$ cat config.mk
export PLATFORM = sky130hd
export DESIGN_NAME = escape_sequence_decoder_unit_flat
export DESIGN_NICKNAME = d
export VERILOG_FILES = /design/src/rtl/core/esd_pkg.sv /design/src/rtl/core/esd_if.sv /design/src/rtl/core/esd_front.sv /design/src/rtl/core/esd_queue.sv /design/src/rtl/core/esd_back.sv /design/src/rtl/core/escape_sequence_decoder_unit.sv /design/src/flat_wrapper.sv
export SDC_FILE = /design/constraint.sdc
export NUM_CORES = 1
export LEC_CHECK = 0
export BUFFER_PORTS_ARGS = -buffer_cell sky130_fd_sc_hd__buf_2
export CAP_MARGIN = 15
export CORE_MARGIN = 2
export CORE_UTILIZATION = 56
export CTS_CLUSTER_SIZE = 12
export DETAILED_ROUTE_END_ITERATION = 8
export HOLD_SLACK_MARGIN = 0.03
export PLACE_DENSITY = 0.76
export SYNTH_ARGS = -nofsm -noshare
export SYNTH_HDL_FRONTEND = slang
export SYNTH_SLANG_ARGS = --single-unit
$ cat constraint.sdc
create_clock -name clk -period 5.15 [get_ports clk]
set_input_delay 0.7725 -clock clk [delete_from_list [all_inputs] [get_ports clk]]
set_output_delay 0.7725 -clock clk [all_outputs]
set_load 0.05 [all_outputs]
$ cat src/rtl/core/esd_pkg.sv
package esd_pkg;

  localparam int BYTE_W   = 8;
  localparam int GRP_MAX  = 4;
  localparam int CNT_W    = $clog2(GRP_MAX + 1);
  localparam int IDX_W    = $clog2(GRP_MAX);
  localparam int Q_DEPTH  = 2;
  localparam int Q_AW     = $clog2(Q_DEPTH);

  localparam int PH_W = 3;
  localparam logic [PH_W-1:0] PH_IDLE = 3'd0;
  localparam logic [PH_W-1:0] PH_ESC  = 3'd1;
  localparam logic [PH_W-1:0] PH_HEX1 = 3'd2;
  localparam logic [PH_W-1:0] PH_HEX2 = 3'd3;
  localparam logic [PH_W-1:0] PH_OCT1 = 3'd4;
  localparam logic [PH_W-1:0] PH_OCT2 = 3'd5;

  localparam logic [BYTE_W-1:0] CH_BSLASH = 8'h5C;
  localparam logic [BYTE_W-1:0] CH_X      = 8'h78;

  // bytes produced by one request, oldest in slot 0
  typedef struct packed {
    logic [GRP_MAX-1:0][BYTE_W-1:0] bytes;
    logic [CNT_W-1:0]               cnt;
    logic                           last;
  } esd_grp_t;

  typedef struct packed {
    logic full;
    logic empty;
  } esd_q_stat_t;

  // {hit, decoded byte}
  function automatic logic [BYTE_W:0] simple_escape(input logic [BYTE_W-1:0] c);
    logic [BYTE_W:0] r;
    unique case (c)
      8'h61:   r = {1'b1, 8'h07};
      8'h62:   r = {1'b1, 8'h08};
      8'h66:   r = {1'b1, 8'h0C};
      8'h6E:   r = {1'b1, 8'h0A};
      8'h72:   r = {1'b1, 8'h0D};
      8'h74:   r = {1'b1, 8'h09};
      8'h76:   r = {1'b1, 8'h0B};
      8'h5C:   r = {1'b1, 8'h5C};
      8'h27:   r = {1'b1, 8'h27};
      8'h22:   r = {1'b1, 8'h22};
      default: r = {1'b0, 8'h00};
    endcase
    return r;
  endfunction

  function automatic logic is_hex(input logic [BYTE_W-1:0] c);
    return (c >= 8'h30 && c <= 8'h39) || (c >= 8'h61 && c <= 8'h66) ||
           (c >= 8'h41 && c <= 8'h46);
  endfunction

  function automatic logic [3:0] hex_val(input logic [BYTE_W-1:0] c);
    logic [3:0] v;
    if (c >= 8'h30 && c <= 8'h39) begin
      v = c[3:0];
    end else if ((c >= 8'h61 && c <= 8'h66) || (c >= 8'h41 && c <= 8'h46)) begin
      v = c[3:0] + 4'd9;
    end else begin
      v = 4'd0;
    end
    return v;
  endfunction

  function automatic logic is_oct(input logic [BYTE_W-1:0] c);
    return c >= 8'h30 && c <= 8'h37;
  endfunction

endpackage

$ cat src/rtl/core/esd_if.sv
interface esd_in_if;
  logic       valid;
  logic       ready;
  logic [7:0] in_byte;
  logic       string_last;

  modport source (output valid, output in_byte, output string_last, input ready);
  modport sink   (input valid, input in_byte, input string_last, output ready);
endinterface

interface esd_out_if;
  logic       valid;
  logic       ready;
  logic [7:0] out_byte;
  logic       run_last;
  logic       string_end;

  modport source (output valid, output out_byte, output run_last, output string_end,
                  input ready);
  modport sink   (input valid, input out_byte, input run_last, input string_end,
                  output ready);
endinterface

$ cat src/rtl/core/esd_front.sv
module esd_front (
  input  logic                clk,
  input  logic                rst_n,
  input  logic                in_valid,
  output logic                in_ready,
  input  logic [7:0]          in_byte,
  input  logic                in_last,
  input  esd_pkg::esd_q_stat_t q_stat,
  output logic                push,
  output esd_pkg::esd_grp_t   push_grp
);
  import esd_pkg::*;

  logic [PH_W-1:0]   phase_r, phase_nxt;
  logic [BYTE_W-1:0] held0_r, held0_nxt;
  logic [BYTE_W-1:0] held1_r, held1_nxt;
  logic [GRP_MAX-1:0][BYTE_W-1:0] bytes;
  logic [CNT_W-1:0]  cnt;
  logic [BYTE_W:0]   esc;
  logic              accept;

  assign in_ready = !q_stat.full;
  assign accept   = in_valid && in_ready;

  always_comb begin
    phase_nxt = PH_IDLE;
    held0_nxt = held0_r;
    held1_nxt = held1_r;
    bytes     = '0;
    cnt       = '0;
    esc       = simple_escape(in_byte);
    unique case (phase_r)
      PH_ESC: begin
        if (esc[BYTE_W]) begin
          bytes[0] = esc[BYTE_W-1:0];
          cnt = 3'd1;
        end else if (in_byte == CH_X && !in_last) begin
          phase_nxt = PH_HEX1;
        end else if (is_oct(in_byte) && !in_last) begin
          held0_nxt = in_byte;
          phase_nxt = PH_OCT1;
        end else begin
          bytes[0] = CH_BSLASH;
          bytes[1] = in_byte;
          cnt = 3'd2;
        end
      end
      PH_HEX1: begin
        if (is_hex(in_byte) && !in_last) begin
          held0_nxt = in_byte;
          phase_nxt = PH_HEX2;
        end else begin
          bytes[0] = CH_BSLASH;
          bytes[1] = CH_X;
          cnt = 3'd2;
          if (in_byte == CH_BSLASH) begin
            phase_nxt = PH_ESC;
          end else begin
            bytes[2] = in_byte;
            cnt = 3'd3;
          end
        end
      end
      PH_HEX2: begin
        if (is_hex(in_byte)) begin
          bytes[0] = {hex_val(held0_r), hex_val(in_byte)};
          cnt = 3'd1;
        end else begin
          // held digit is never a backslash
          bytes[0] = CH_BSLASH;
          bytes[1] = CH_X;
          bytes[2] = held0_r;
          cnt = 3'd3;
          if (in_byte == CH_BSLASH) begin
            phase_nxt = PH_ESC;
          end else begin
            bytes[3] = in_byte;
            cnt = 3'd4;
          end
        end
      end
      PH_OCT1: begin
        if (is_oct(in_byte) && !in_last) begin
          held1_nxt = in_byte;
          phase_nxt = PH_OCT2;
        end else begin
          bytes[0] = CH_BSLASH;
          bytes[1] = held0_r;
          cnt = 3'd2;
          if (in_byte == CH_BSLASH) begin
            phase_nxt = PH_ESC;
          end else begin
            bytes[2] = in_byte;
            cnt = 3'd3;
          end
        end
      end
      PH_OCT2: begin
        if (is_oct(in_byte)) begin
          // value mod 256 drops the top bit of the first digit
          bytes[0] = {held0_r[1:0], held1_r[2:0], in_byte[2:0]};
          cnt = 3'd1;
        end else begin
          bytes[0] = CH_BSLASH;
          bytes[1] = held0_r;
          bytes[2] = held1_r;
          cnt = 3'd3;
          if (in_byte == CH_BSLASH) begin
            phase_nxt = PH_ESC;
          end else begin
            bytes[3] = in_byte;
            cnt = 3'd4;
          end
        end
      end
      default: begin
        if (in_byte == CH_BSLASH) begin
          phase_nxt = PH_ESC;
        end else begin
          bytes[0] = in_byte;
          cnt = 3'd1;
        end
      end
    endcase
    if (in_last) begin
      // trailing backslash is kept; cnt is at most 3 here
      if (phase_nxt == PH_ESC) begin
        bytes[cnt[IDX_W-1:0]] = CH_BSLASH;
        cnt = cnt + 3'd1;
      end
      phase_nxt = PH_IDLE;
    end
  end

  assign push           = accept && (cnt != '0);
  assign push_grp.bytes = bytes;
  assign push_grp.cnt   = cnt;
  assign push_grp.last  = in_last;

  always_ff @(posedge clk) begin
    if (!rst_n) begin
      phase_r <= PH_IDLE;
      held0_r <= '0;
      held1_r <= '0;
    end else if (accept) begin
      phase_r <= phase_nxt;
      held0_r <= held0_nxt;
      held1_r <= held1_nxt;
    end
  end

endmodule

$ cat src/rtl/core/esd_queue.sv
module esd_queue (
  input  logic                 clk,
  input  logic                 rst_n,
  input  logic                 push,
  input  esd_pkg::esd_grp_t    push_grp,
  input  logic                 pop,
  output esd_pkg::esd_grp_t    head_grp,
  output esd_pkg::esd_q_stat_t q_stat
);
  import esd_pkg::*;

  esd_grp_t          mem_r [Q_DEPTH];
  logic [Q_AW-1:0]   wr_ptr_r, wr_ptr_nxt;
  logic [Q_AW-1:0]   rd_ptr_r, rd_ptr_nxt;
  logic [Q_AW:0]     count_r, count_nxt;

  assign q_stat.full  = (count_r == (Q_AW+1)'(Q_DEPTH));
  assign q_stat.empty = (count_r == '0);
  assign head_grp     = mem_r[rd_ptr_r];

  always_comb begin
    wr_ptr_nxt = wr_ptr_r;
    rd_ptr_nxt = rd_ptr_r;
    count_nxt  = count_r;
    if (push) begin
      wr_ptr_nxt = (wr_ptr_r == Q_AW'(Q_DEPTH - 1)) ? '0 : wr_ptr_r + 1'b1;
    end
    if (pop) begin
      rd_ptr_nxt = (rd_ptr_r == Q_AW'(Q_DEPTH - 1)) ? '0 : rd_ptr_r + 1'b1;
    end
    unique case ({push, pop})
      2'b10:   count_nxt = count_r + 1'b1;
      2'b01:   count_nxt = count_r - 1'b1;
      default: count_nxt = count_r;
    endcase
  end

  always_ff @(posedge clk) begin
    if (push) begin
      mem_r[wr_ptr_r] <= push_grp;
    end
  end

  always_ff @(posedge clk) begin
    if (!rst_n) begin
      wr_ptr_r <= '0;
      rd_ptr_r <= '0;
      count_r  <= '0;
    end else begin
      wr_ptr_r <= wr_ptr_nxt;
      rd_ptr_r <= rd_ptr_nxt;
      count_r  <= count_nxt;
    end
  end

endmodule

$ cat src/rtl/core/esd_back.sv
module esd_back (
  input  logic                 clk,
  input  logic                 rst_n,
  input  esd_pkg::esd_grp_t    head_grp,
  input  esd_pkg::esd_q_stat_t q_stat,
  output logic                 pop,
  output logic                 out_valid,
  input  logic                 out_ready,
  output logic [7:0]           out_byte,
  output logic                 out_run_last,
  output logic                 out_string_end
);
  import esd_pkg::*;

  logic [IDX_W-1:0]  idx_r, idx_nxt;
  logic              valid_r, valid_nxt;
  logic [BYTE_W-1:0] byte_r;
  logic              run_last_r;
  logic              string_end_r;
  logic              load;
  logic              fin;

  assign load = !q_stat.empty && (!valid_r || out_ready);
  assign fin  = ({1'b0, idx_r} == head_grp.cnt - 1'b1);
  assign pop  = load && fin;

  always_comb begin
    idx_nxt   = idx_r;
    valid_nxt = valid_r;
    if (load) begin
      idx_nxt   = fin ? '0 : idx_r + 1'b1;
      valid_nxt = 1'b1;
    end else if (out_ready) begin
      valid_nxt = 1'b0;
    end
  end

  always_ff @(posedge clk) begin
    if (load) begin
      byte_r       <= head_grp.bytes[idx_r];
      run_last_r   <= fin;
      string_end_r <= fin && head_grp.last;
    end
  end

  always_ff @(posedge clk) begin
    if (!rst_n) begin
      idx_r   <= '0;
      valid_r <= 1'b0;
    end else begin
      idx_r   <= idx_nxt;
      valid_r <= valid_nxt;
    end
  end

  assign out_valid      = valid_r;
  assign out_byte       = byte_r;
  assign out_run_last   = run_last_r;
  assign out_string_end = string_end_r;

endmodule

$ cat src/rtl/core/escape_sequence_decoder_unit.sv
// C string unescaper. One escaped string byte is taken per cycle on in_ch
// (string_last flags the final byte) and the decoded bytes leave on out_ch,
// one per cycle while out_ch is ready; run_last marks the last byte a request
// produced and string_end the final byte of the string. A request is classified
// in the cycle it is accepted; if it yields 1 to 4 bytes they are parked as one
// group in a two-entry queue, and a request that yields none parks nothing. A
// group's first byte passes the queue and the output register before it is
// valid on out_ch, which drains a group at one byte per cycle while ready. Input
// stalls only while both queue entries hold groups that are still draining, so
// it keeps flowing at one per cycle while each request yields at most one byte
// and out_ch is ready.
module escape_sequence_decoder_unit (
  input logic clk,
  input logic rst_n,
  esd_in_if.sink    in_ch,
  esd_out_if.source out_ch
);
  import esd_pkg::*;

  esd_grp_t    push_grp;
  esd_grp_t    head_grp;
  esd_q_stat_t q_stat;
  logic        push;
  logic        pop;

  esd_front u_front (
    .clk      (clk),
    .rst_n    (rst_n),
    .in_valid (in_ch.valid),
    .in_ready (in_ch.ready),
    .in_byte  (in_ch.in_byte),
    .in_last  (in_ch.string_last),
    .q_stat   (q_stat),
    .push     (push),
    .push_grp (push_grp)
  );

  esd_queue u_queue (
    .clk      (clk),
    .rst_n    (rst_n),
    .push     (push),
    .push_grp (push_grp),
    .pop      (pop),
    .head_grp (head_grp),
    .q_stat   (q_stat)
  );

  esd_back u_back (
    .clk            (clk),
    .rst_n          (rst_n),
    .head_grp       (head_grp),
    .q_stat         (q_stat),
    .pop            (pop),
    .out_valid      (out_ch.valid),
    .out_ready      (out_ch.ready),
    .out_byte       (out_ch.out_byte),
    .out_run_last   (out_ch.run_last),
    .out_string_end (out_ch.string_end)
  );

endmodule
$ cat src/flat_wrapper.sv
// flat-port wrapper written by rule: the top's interface ports become plain ports
module escape_sequence_decoder_unit_flat import esd_pkg::*;
  (clk, rst_n, in_ch_valid, in_ch_in_byte, in_ch_string_last, in_ch_ready, out_ch_valid, out_ch_out_byte, out_ch_run_last, out_ch_string_end, out_ch_ready);
  esd_in_if in_ch_i ();
  esd_out_if out_ch_i ();
  input logic clk;
  input logic rst_n;
  input wire logic [$bits(in_ch_i.valid)-1:0] in_ch_valid;
  input wire logic [$bits(in_ch_i.in_byte)-1:0] in_ch_in_byte;
  input wire logic [$bits(in_ch_i.string_last)-1:0] in_ch_string_last;
  output wire logic [$bits(in_ch_i.ready)-1:0] in_ch_ready;
  output wire logic [$bits(out_ch_i.valid)-1:0] out_ch_valid;
  output wire logic [$bits(out_ch_i.out_byte)-1:0] out_ch_out_byte;
  output wire logic [$bits(out_ch_i.run_last)-1:0] out_ch_run_last;
  output wire logic [$bits(out_ch_i.string_end)-1:0] out_ch_string_end;
  input wire logic [$bits(out_ch_i.ready)-1:0] out_ch_ready;
  assign in_ch_i.valid = in_ch_valid;
  assign in_ch_i.in_byte = in_ch_in_byte;
  assign in_ch_i.string_last = in_ch_string_last;
  assign in_ch_ready = in_ch_i.ready;
  assign out_ch_valid = out_ch_i.valid;
  assign out_ch_out_byte = out_ch_i.out_byte;
  assign out_ch_run_last = out_ch_i.run_last;
  assign out_ch_string_end = out_ch_i.string_end;
  assign out_ch_i.ready = out_ch_ready;
  escape_sequence_decoder_unit u_core (.clk(clk), .rst_n(rst_n), .in_ch(in_ch_i), .out_ch(out_ch_i));
endmodule
==> results.md, run 1 <==
- Run status: completed
- Syn Std Cell Area: 5729 um^2
- Category of the worst setup path launch point: primary input
- Drt initial violations: 378
- Flip-flop cell with the highest count after synthesis: sky130_fd_sc_hd__edfxtp_1
- Drt pass-1 iters: 7
- Worst slew margin: 21.55%
- RSZ-0062 raised after global routing: false
- Die span in x: 105.1 um
- Port buffer count: 24
- Area fraction of the dominant cell type after synthesis: 42.98%
- Worst Path Class, Setup: in -> reg
- Pwr Density: 389.7 nW/um^2
- Worst Hold Endpoint: u_core.u_front.held1_r[4]
- Reported max-cap violation count: 0
- Cells traversed along the worst timing path: buf_2 -> inv_1 -> ha_1 -> nor3b_2 -> o41ai_2 -> a211oi_4 -> a21oi_1 -> or4_1 -> ha_1 -> o2111a_1 -> mux2i_1 -> o21bai_2 -> ha_1 -> or3_1 -> a21boi_0
- Core utilization of the finished layout: 62.71%
- Number of placed I/O pins: 25
- Reg2reg start: u_core.u_front.phase_r[1]
- Maximum number of pins on one net before global-route repair: 37
- Diodes inserted: 0
- Std cell rows: 36
- Clock group share of total power: between 20% and 30%
- Arrival @ worst endpoint: roughly 4.7 ns
- Final critical delay including setup and external delays: 4.403 ns
- Delay of the slowest cell on the worst path: 0.61 ns
- Data required, critical path: around 5.5 ns
- DRC errors left: 0
- H-tree depth: 3
- Area of the die: 11060 um^2
- Overall track demand over capacity in global routing: a little over a quarter
- Number of global-route vias before repair: 3936
- Critical path buffer and inverter count: 2
- Wire length after detailed routing: around 14000 um
- Via-per-instance ratio: 6.336
- Worst hold margin: 0.4905 ns
- HPWL after detailed placement: 10020 um
- Fraction of layout instances using a drive strength above 1: between 10% and 20%
- Total number of vias: 4049
- NetSw: roughly 0.8 mW
- Period Utilization, post-route: ~85%
- Final max-slew violation count: 0
- Mapped Nets: 510
- Maximum buffer depth of the clock tree: 2
- Master cell of the clock root buffer: sky130_fd_sc_hd__clkbuf_8
- Most prevalent standard cell on the critical path: sky130_fd_sc_hd__ha_1
- Congestion Overflow GR: 0
- Min-Delay Startpoint: u_core.u_front.held1_r[4]
- Portion of total power attributed to sequential cells: 50.1%
- Routed wirelength normalized by instance count: ~22 um
- Count of nets left with antenna violations after detail routing: 0
- Clk_lat worst skew: 0.38 ns
- Synth async-reset ratio: 0%
- Final worst clock skew: approximately 0.012 ns
- Sequential-to-total area share from yosys stat: 52.41%
- Number of buffers added by the clock tree synthesis step: 9
- CTS tree: built
- Number of flops mapped to enable cells by yosys: between 80 and 90
- Fmax: 227.1 MHz
- Endpoint kind of the worst setup timing path: flip-flop
- Actual slew at the worst max-slew pin: 1.166 ns
- Static leakage: 2.140 nW
- Reg-to-reg slack, setup: 1.35 ns
- Effective utilization at floorplan: 58.08%
- Number of warnings reported in the yosys synthesis log: 0
- Avg Inst Size Synth: between 10 and 15 um^2
- Switching share of power: 33.97%
- Clock slew seen by the registers of the worst setup and hold paths: 0.11 ns
- Number of antenna violations at the first check in global routing: 0
- Placer's final routability congestion estimate: 1.010
- First-pass GRT wire length: 21980 um
- Type of the tightest min-delay check: reg -> reg
- Leading cell types by total area after synthesis: sky130_fd_sc_hd__edfxtp_1, sky130_fd_sc_hd__dfxtp_1, sky130_fd_sc_hd__mux4_2
- Crit Path Max Fanout: 11
- Setup violations, final: 0
- Area Overhead vs Synth: 7.971%
- Total setup buffers inserted after CTS: 0
- Maximum resistive drop on vdd: 0.0002187 V
- Vertical die dimension: 105.1 um
- Cell family contributing the most delay on the critical path: compound AO/OA/AOI/OAI gates
- Pint: 1.592 mW
- Cell count after synthesis: 484
- Slowest library cell on the worst path: sky130_fd_sc_hd__or4_1
- Count of different cell masters after synthesis: 79
- Library cell occupying the most area in the post-synthesis netlist: sky130_fd_sc_hd__edfxtp_1
- Cell depth of the worst min-delay path: 1
- Post-CTS Hold Buffers: 0
- CTS sink cnt: 109
- Total Nets Final: 527
- Endpoint of the worst-slack reg-to-reg timing path: u_core.u_queue.count_r[1]
- Number of cells upsized or downsized after cts: 0
- Core outline area: 9864 um^2
- Number of endpoints with negative hold slack in the final report: 0
- Part of the total power dissipated in combinational logic: 29.2%
- Seq cells post-synth: 109
- Reg2reg path depth: 12
[power groups by stage]
stage,clock network (mW),logic [mW],registers (mW)
after detailed placement,0,0.713,1.23
after floorplan,0,0.418,1.35
after global routing,0.537,0.758,1.23
final,0.498,0.704,1.21
after global placement,0,0.695,1.22
after CTS,0.505,0.714,1.21
[synth_stat cells, types with 2 or more instances]
cell type                  instances
sky130_fd_sc_hd__o31ai_1           2
sky130_fd_sc_hd__inv_1            14
sky130_fd_sc_hd__a221o_1           4
sky130_fd_sc_hd__ha_1             13
sky130_fd_sc_hd__clkbuf_1         19
sky130_fd_sc_hd__and2_1           10
sky130_fd_sc_hd__a32oi_1           2
sky130_fd_sc_hd__a311oi_1          2
sky130_fd_sc_hd__a31oi_1           3
sky130_fd_sc_hd__or3_1             4
sky130_fd_sc_hd__a221oi_1          3
sky130_fd_sc_hd__nand2b_1          8
sky130_fd_sc_hd__xor2_1            3
sky130_fd_sc_hd__nand3_1          14
sky130_fd_sc_hd__nor2b_1          17
sky130_fd_sc_hd__a22oi_1          11
sky130_fd_sc_hd__nor3_1            7
sky130_fd_sc_hd__buf_2             5
sky130_fd_sc_hd__a32oi_2           2
sky130_fd_sc_hd__mux2i_1          14
sky130_fd_sc_hd__mux2_2            9
sky130_fd_sc_hd__edfxtp_1         82
sky130_fd_sc_hd__and3_1            5
sky130_fd_sc_hd__o21a_1            4
sky130_fd_sc_hd__nand2_1          40
sky130_fd_sc_hd__nor3b_1           2
sky130_fd_sc_hd__dfxtp_1          27
sky130_fd_sc_hd__buf_4             2
sky130_fd_sc_hd__a21oi_1          18
sky130_fd_sc_hd__mux4_2           16
sky130_fd_sc_hd__xnor2_1           7
sky130_fd_sc_hd__nand4b_1          2
sky130_fd_sc_hd__or4_1             2
sky130_fd_sc_hd__o21ai_0          21
sky130_fd_sc_hd__a222oi_1          4
sky130_fd_sc_hd__nor4b_1           2
sky130_fd_sc_hd__a21boi_0          5
sky130_fd_sc_hd__nor2_1           35
sky130_fd_sc_hd__nor4_1            2
sky130_fd_sc_hd__a22o_1            3
[registers in the layout (all words and copies together), names as in the netlist, 2 cells and up, named ones only]
name,count
u_core.u_front.held0_r,8
u_core.u_back.out_byte,8
u_core.u_back.idx_r,2
u_core.u_front.phase_r,3
u_core.u_front.held1_r,8
u_core.u_queue.mem_r,72
u_core.u_queue.count_r,2
[final cells by class]
cell class | instances | area [um^2]
Tap cell | 133 | 166.4
Inverter | 14 | 52.55
Sequential cell | 109 | 3003
Multi-Input combinational cell | 333 | 2552
Fill cell | 766 | 3679
Timing Repair Buffer | 34 | 220.2
Clock inverter | 7 | 67.56
Clock buffer | 9 | 123.9
[placed cells by master (no fill, tap or decap), drive strengths merged, types with 13 or more instances in the layout]
cell / instances
a21oi: 18
edfxtp: 82
nor2: 35
nand2: 40
ha: 13
nor2b: 17
nand3: 14
mux4: 16
o21ai: 22
buf: 34
dfxtp: 27
inv: 16
mux2i: 14
[worst max path at each step]
stage | from | end | cells after the start
after floorplan | in_ch_in_byte[0] | u_core.u_queue.mem_r[0][0] | 14
after global placement | in_ch_in_byte[0] | u_core.u_queue.count_r[1] | 15
after detailed placement | in_ch_in_byte[0] | u_core.u_queue.count_r[1] | 15
after CTS | in_ch_in_byte[0] | u_core.u_queue.count_r[1] | 15
after global routing | in_ch_in_byte[0] | u_core.u_queue.count_r[1] | 16
final | in_ch_in_byte[0] | u_core.u_queue.count_r[1] | 15
[stage by stage]
| stage | instances | TNS [ns] | instance area (um^2) | power (mW) | setup slack [ns] |
|---|---|---|---|---|---|
| floorplan | 484 | -22.77 | 5729 | 1.768 | -0.3163 |
| global placement | 623 | 0 | 5995 | 1.911 | 0.4884 |
| detailed placement | 623 | 0 | 5995 | 1.943 | 0.4011 |
| CTS | 639 | 0 | 6186 | 2.430 | 0.7942 |
| global route | 639 | 0 | 6186 | 2.520 | 0.4437 |
| finish | 639 | 0 | 6186 | 2.410 | 0.7472 |
[kinds of logic after synthesis]
family,synth area share [%]
AO/OA/AOI/OAI,14.22
flip-flops,52.41
adder cells (fa/ha/maj),2.839
AND/OR/NAND/NOR,15.37
multiplexers,10.50
buffers and inverters,3.123
XOR/XNOR,1.529
[layer usage]
layer,wire length [um],up-vias,GRT usage (%),part of all wire [%]
met2,6604,192,42.39,48
li1,-,1878,-,-
met3,989,23,4.492,7.1
met1,6026,1956,37.37,43
met5,0,-,0,0
met4,268,0,7.524,1.9
Note: power is estimated with default switching activity, not from simulation.
==> inputs of run 2 (changes only) <==
- CELL_PAD_IN_SITES_DETAIL_PLACEMENT: unset -> 0
- CELL_PAD_IN_SITES_GLOBAL_PLACEMENT: unset -> 1
- CORE_UTILIZATION: 56 -> 46
- PLACE_DENSITY: 0.76 -> unset
- PLACE_DENSITY_LB_ADDON: unset -> 0.1
==> run 2 against run 1 <==
Register-to-register slack lost 0.03 ns. Die area grew 21%. Critical path depth is the same. Fmax shrank 1.2%. Final cell count grew 5.6%. Global-route usage shrank 4.0 points. Core utilization shrank 10 points. Hold slack lost 0.015 ns. Largest power group unchanged.
==> results.md, run 2 (synthesis results as in run 1) <==
- Final max-slew violation count: 0
- Area Overhead vs Synth: 10.74%
- Maximum number of pins on one net before global-route repair: 37
- Fraction of layout instances using a drive strength above 1: 18.74%
- Worst hold margin: roughly 0.48 ns
- DRC errors left: 0
- Number of global-route vias before repair: approximately 3900
- Worst Path Class, Setup: in -> reg
- Diodes inserted: 0
- Area of the die: 13360 um^2
- Fmax: 224.3 MHz
- Crit Path Max Fanout: 11
- Master cell of the clock root buffer: sky130_fd_sc_hd__clkbuf_16
- First-pass GRT wire length: 22200 um
- RSZ-0062 raised after global routing: false
- Number of antenna violations at the first check in global routing: 0
- Run status: completed
- Core outline area: 12060 um^2
- Actual slew at the worst max-slew pin: 1.124 ns
- CTS tree: built
- Total Nets Final: 528
- Final worst clock skew: 0.008446 ns
- Placer's final routability congestion estimate: a little over 1
- Category of the worst setup path launch point: primary input
- Via-per-instance ratio: 5.978
- Number of flip-flops under the largest register name: between 70 and 80
- H-tree depth: 3
- Cell area after placement: 6046 um^2
- Min-Delay Startpoint: u_core.u_front.held1_r[4]
- Vertical die dimension: 115.6 um
- Std cell rows: 40
- Commonest non-fill, non-tap cell in the layout: sky130_fd_sc_hd__edfxtp_1
- Top reg by flops: u_core.u_queue.mem_r
- Reported max-cap violation count: 0
- Worst setup timing slack at the placement stage: 0.3348 ns
- Period Utilization, post-route: between 80% and 90%
- Pwr Density: ~410 nW/um^2
- Wire length after detailed routing: 14070 um
- Number of placed I/O pins: 25
- Drt initial violations: 504
- Total number of vias: 4035
- Setup violations, final: 0
- First element of the critical path: in_ch_in_byte[0]
- Count of nets left with antenna violations after detail routing: 0
- Number of endpoints with negative hold slack in the final report: 0
- Endpoint kind of the worst setup timing path: flip-flop
- Reg2reg start: u_core.u_front.phase_r[1]
- Port buffer count: 24
- Clk_lat worst skew: 0.36 ns
- Arrival @ worst endpoint: between 4 and 5 ns
- CTS sink cnt: 109
- Effective utilization at floorplan: 47.50%
- Number of buffers added by the clock tree synthesis step: 9
- Cell depth of the worst min-delay path: 1
- Number of cells upsized or downsized after cts: 0
- Die span in x: 115.6 um
- Data required, critical path: 5.43 ns
- Maximum buffer depth of the clock tree: 2
- Design Power: ~2.6 mW
- Worst slew margin: 24.37%
- Reg2reg path depth: 12
- Static leakage: 2.204 nW
- Worst path setup slack after routing: 0.6915 ns
- Design Area, Final: between 6000 and 7000 um^2
- Total setup buffers inserted after CTS: 0
- HPWL after detailed placement: 10110 um
- Overall track demand over capacity in global routing: 22.51%
- Fill cell count: ~1100
- Post-CTS Hold Buffers: 0
- Type of the tightest min-delay check: reg -> reg
- Drt pass-1 iters: 6
- Accumulated negative setup slack: 0 ns
- Routed wirelength normalized by instance count: ~21 um
- Maximum resistive drop on vdd: 0.0001840 V
- Clock slew seen by the registers of the worst setup and hold paths: ~0.070 ns
- Congestion Overflow GR: 0
- Commonest non-fill, non-tap cells in the layout: sky130_fd_sc_hd__edfxtp_1, sky130_fd_sc_hd__nand2_1, sky130_fd_sc_hd__nor2_1, sky130_fd_sc_hd__dfxtp_1, sky130_fd_sc_hd__buf_2
- Final critical delay including setup and external delays: 4.459 ns
==> run 2: changes by cell type in the layout (fill, tap and decap cells not counted) <==
| cell | change |
|---|---|
| sky130_fd_sc_hd__clkbuf_8 | -9 |
| sky130_fd_sc_hd__inv_6 | -1 |
| sky130_fd_sc_hd__clkinv_8 | -1 |
| sky130_fd_sc_hd__clkinv_4 | +1 |
| sky130_fd_sc_hd__clkinvlp_4 | -3 |
| sky130_fd_sc_hd__buf_4 | +1 |
| sky130_fd_sc_hd__clkinv_2 | +2 |
| sky130_fd_sc_hd__bufinv_16 | +1 |
| sky130_fd_sc_hd__clkinvlp_2 | +1 |
| sky130_fd_sc_hd__clkbuf_16 | +9 |
==> run 2: cell type report <==
cell class              count  area [um^2]  share of cell area (%)
multi-input cells         333         2552                   40.23
clock inverters             7        73.82                   1.163
clock buffers               9        225.2                   3.550
inverters                  14        52.55                  0.8282
flip-flops and latches    109         3003                   47.33
repair buffers             35        227.7                   3.589
well taps                 168        210.2                   3.313
==> run 2: worst paths after layout <==
| kind | endpoint | slack [ns] |
|---|---|---|
| setup / recovery | u_core.u_queue.count_r[1] | 0.69 |
| setup reg to reg | u_core.u_queue.count_r[1] | 1.32 |
| hold / removal | u_core.u_front.held1_r[4] | 0.48 |
| hold reg to reg | u_core.u_front.held1_r[4] | 0.48 |
==> run 2: power breakdown <==
group          switching [mW]  leakage [nW]  total (mW)  internal [mW]
clock network           0.315         0.147       0.694          0.379
logic                   0.425          1.06       0.704          0.278
registers              0.0751          1.00        1.20           1.13
==> run 2: worst max-delay path: stages <==
cell and delay (ns):
sky130_fd_sc_hd__buf_2 0.22, sky130_fd_sc_hd__inv_1 0.12, sky130_fd_sc_hd__ha_1 0.31, sky130_fd_sc_hd__nor3b_2 0.21, sky130_fd_sc_hd__o41ai_2 0.47, sky130_fd_sc_hd__a211oi_4 0.18
sky130_fd_sc_hd__and3_1 0.21, sky130_fd_sc_hd__or4_1 0.55, sky130_fd_sc_hd__ha_1 0.35, sky130_fd_sc_hd__o2111a_1 0.20, sky130_fd_sc_hd__mux2i_1 0.09, sky130_fd_sc_hd__o21bai_2 0.25
sky130_fd_sc_hd__ha_1 0.31, sky130_fd_sc_hd__or3_1 0.34, sky130_fd_sc_hd__a21boi_0 0.15
==> run 2: through the flow <==
stage / instances / util, %
finish: 675 / 52.60
global route: 675 / 52.60
CTS: 675 / 52.60
detailed placement: 659 / 50.12
global placement: 659 / 50.12
floorplan: 484 / -
==> run 2: layer usage <==
metal / GRT usage, % / wire, um / up-vias / share of wire [%]
met5: 0 / 0 / - / 0
met4: 8.916 / 358 / 0 / 2.5
met3: 3.818 / 744 / 29 / 5.3
met2: 34.97 / 6435 / 154 / 46
met1: 31.61 / 6527 / 1971 / 46
li1: - / - / 1881 / -
==> inputs of run 3 (changes only) <==
--- a/config.mk
+++ b/config.mk
@@ -15,2 +15,3 @@
 export DETAILED_ROUTE_END_ITERATION = 8
+export GPL_TIMING_DRIVEN = 0
 export HOLD_SLACK_MARGIN = 0.03
--- a/constraint.sdc
+++ b/constraint.sdc
@@ -3,2 +3,2 @@
 set_output_delay 0.7725 -clock clk [all_outputs]
-set_load 0.05 [all_outputs]
+set_load 0.1 [all_outputs]
==> run 3 against run 2 <==
Power is 8.1% higher. Hold slack better by 0.019 ns. Clock skew is 0.0017 ns lower. Sequential power about the same. Global-route usage up 0.083 points. Combinational power up 33%. Routed wire length fell by 0.57%. Critical path depth up 2. Flip-flop and latch count did not move. Critical endpoint unchanged. Clock-buffer cell count grew 3. Clock power rose by 2%. Sequential share of layout area decreased by 0.52 points.
==> results.md, run 3 (synthesis results as in run 1) <==
- Overall track demand over capacity in global routing: 22.59%
- Congestion Overflow GR: 0
- Crit Path Max Fanout: 9
- Number of buffers added by the clock tree synthesis step: 9
- Footprint of the flip-flops and latches: 3003 um^2
- Type of the tightest min-delay check: reg -> reg
- Actual slew at the worst max-slew pin: ~1.1 ns
- Static leakage: approximately 2.2 nW
- Wire length after detailed routing: roughly 14000 um
- Post-route insts no fill: ~700
- Area taken by multi-input logic gates: 2567 um^2
- Drt pass-1 iters: 6
- Worst Path Class, Setup: in -> reg
- Core utilization of the finished layout: 53.18%
- Vertical die dimension: about 120 um
- First-pass GRT wire length: 22310 um
- Pwr Density: around 440 nW/um^2
- Worst slew margin: 27.78%
- Die span in x: about 120 um
- Final critical delay including setup and external delays: a little under 5 ns
- Arrival @ worst endpoint: 5.09 ns
- Area of the die: 13360 um^2
- Min-Delay Startpoint: u_core.u_front.held1_r[4]
- Run status: completed
- Endpoint of the worst-slack reg-to-reg timing path: u_core.u_queue.count_r[1]
- Final max-slew violation count: 0
- Core outline area: 12060 um^2
- Commonest non-fill, non-tap cell in the layout: sky130_fd_sc_hd__edfxtp_1
- Total Nets Final: 545
- Cell family contributing the most delay on the critical path: compound AO/OA/AOI/OAI gates
- Number of cells in the design after placement: between 600 and 700
- Clock slew seen by the registers of the worst setup and hold paths: 0.07 ns
- Effective utilization at floorplan: 47.50%
- Top reg by flops: u_core.u_queue.mem_r
- Delay of the slowest cell on the worst path: 0.48 ns
- Reg2reg path depth: 11
- Reg-to-reg slack, setup: 0.99 ns
- Number of placed I/O pins: 25
- Std cell rows: 40
- CTS tree: built
- Maximum resistive drop on vdd: 0.0001881 V
- CTS sink cnt: 109
- Slowest library cell on the worst path: sky130_fd_sc_hd__or4_1
- Category of the worst setup path launch point: primary input
- Total setup buffers inserted after CTS: 0
- Cell depth of the worst min-delay path: 1
- Routed wirelength normalized by instance count: 20.21 um
- DRC errors left: 0
- Most prevalent standard cell on the critical path: sky130_fd_sc_hd__ha_1
- HPWL after detailed placement: 10320 um
- Drt initial violations: around 500
- Number of endpoints with negative hold slack in the final report: 0
- Endpoint kind of the worst setup timing path: flip-flop
- RSZ-0062 raised after global routing: false
- Maximum buffer depth of the clock tree: 2
- Fmax: 207.9 MHz
- Fraction of layout instances using a drive strength above 1: 17.75%
- Setup violations, final: 0
- Count of nets left with antenna violations after detail routing: 0
- Final worst clock skew: 0.006726 ns
- Fill cell count: between 1000 and 1500
- Number of global-route vias before repair: between 4000 and 5000
- Total number of vias: just over 4000
- Clk_lat worst skew: 0.36 ns
- Number of flip-flops under the largest register name: 72
- Number of antenna violations at the first check in global routing: 0
- Worst Hold Endpoint: u_core.u_front.held1_r[4]
- Port buffer count: 23
- Placer's final routability congestion estimate: around 0.94
- Cells traversed along the worst timing path: buf_2 -> clkbuf_2 -> inv_1 -> ha_1 -> nor3b_2 -> o41ai_2 -> a211oi_4 -> a21oi_1 -> or4_1 -> buf_2 -> ha_1 -> nand2_1 -> o21ai_0 -> o21bai_2 -> ha_1 -> or3_1 -> a21boi_0
- Area Overhead vs Synth: 11.97%
- Data required, critical path: 5.43 ns
- Master cell of the clock root buffer: sky130_fd_sc_hd__clkbuf_16
- Maximum number of pins on one net before global-route repair: 34
- Critical path buffer and inverter count: 4
- Commonest non-fill, non-tap cells in the layout: sky130_fd_sc_hd__edfxtp_1, sky130_fd_sc_hd__nand2_1, sky130_fd_sc_hd__nor2_1, sky130_fd_sc_hd__buf_2, sky130_fd_sc_hd__dfxtp_1
- Reported max-cap violation count: 0
- Period Utilization, post-route: 93.41%
- Via-per-instance ratio: 5.913
- H-tree depth: 3
- Diodes inserted: 0
## run 3: changes by cell type in the layout (fill, tap and decap cells not counted), moves of 2 or more
cell	delta
sky130_fd_sc_hd__clkbuf_1	+19
sky130_fd_sc_hd__buf_4	-7
sky130_fd_sc_hd__buf_2	+4
sky130_fd_sc_hd__clkinv_2	-2
sky130_fd_sc_hd__nor2_2	-2
sky130_fd_sc_hd__nor2_4	+2
## run 3: through the flow
| stage | worst slack, ns | total power, mW | setup TNS, ns | cell area, um^2 | hold WS (ns) |
|---|---|---|---|---|---|
| 3_5_place_dp | -0.2485 | 2.132 | -0.2931 | 6110 | 0.4859 |
| 3_3_place_gp | -1.769 | 2.108 | -126.46 | 6055 | 0.4612 |
| 2_1_floorplan | -0.3163 | 1.945 | -22.77 | 5729 | 0.4396 |
| 5_1_grt | 0.09481 | 2.940 | 0 | 6415 | 0.5137 |
| 6_report | 0.3395 | 2.814 | 0 | 6415 | 0.4954 |
| 4_1_cts | 0.1162 | 2.846 | 0 | 6412 | 0.5017 |
## run 3: cell type report
| cell class | instances | share of cell area [%] |
|---|---|---|
| buffer | 27 | 1.931 |
| clock buffer | 12 | 3.842 |
| clock inverter | 4 | 0.8777 |
| inverter | 14 | 0.8192 |
| multi-input combinational | 333 | 40.02 |
| sequential | 109 | 46.81 |
| tap | 168 | 3.277 |
| timing repair buffer | 25 | 2.419 |
## run 3: worst max path at each step
stage | cells past startpoint | slack (ns) | from | end
floorplan | 14 | -0.32 | in_ch_in_byte[0] | u_core.u_queue.mem_r[0][0]
global placement | 15 | -1.77 | in_ch_in_byte[0] | u_core.u_queue.mem_r[0][4]
detailed placement | 17 | -0.25 | in_ch_in_byte[0] | u_core.u_queue.count_r[1]
CTS | 17 | 0.12 | in_ch_in_byte[0] | u_core.u_queue.count_r[1]
global route | 17 | 0.09 | in_ch_in_byte[0] | u_core.u_queue.count_r[1]
finish | 17 | 0.34 | in_ch_in_byte[0] | u_core.u_queue.count_r[1]
## run 3: what timing repair did
item | CTS | global route
setup endpoints to repair | 0 | 1
gates resized for setup | 0 | 3
endpoints found under the hold margin | 0 | 0
hold buffers | 0 | 0
## run 3: per-layer routing
layer	global-route usage, %	up-vias	wire length [um]	part of all wire [%]
met1	31.02	2002	6328	45
met5	0	-	0	0
li1	-	1922	-	-
met4	8.675	0	366	2.6
met3	5.387	31	880	6.3
met2	34.93	137	6409	46
## run 3: where the power goes
part,switching (mW),internal (mW)
Sequential,0.0432,1.13
Clock,0.314,0.395
Combinational,0.650,0.282
## run 3: worst reg2reg max path, delay by kind of cell (launching register included)
kind,cells,cell delay (ns)
flops,1,0.36
compound gates,1,0.16
mux,1,0.27
simple gates,3,1.03
fa+ha+maj,2,0.56
xor+xnor,1,0.13
buf+inv,3,1.59
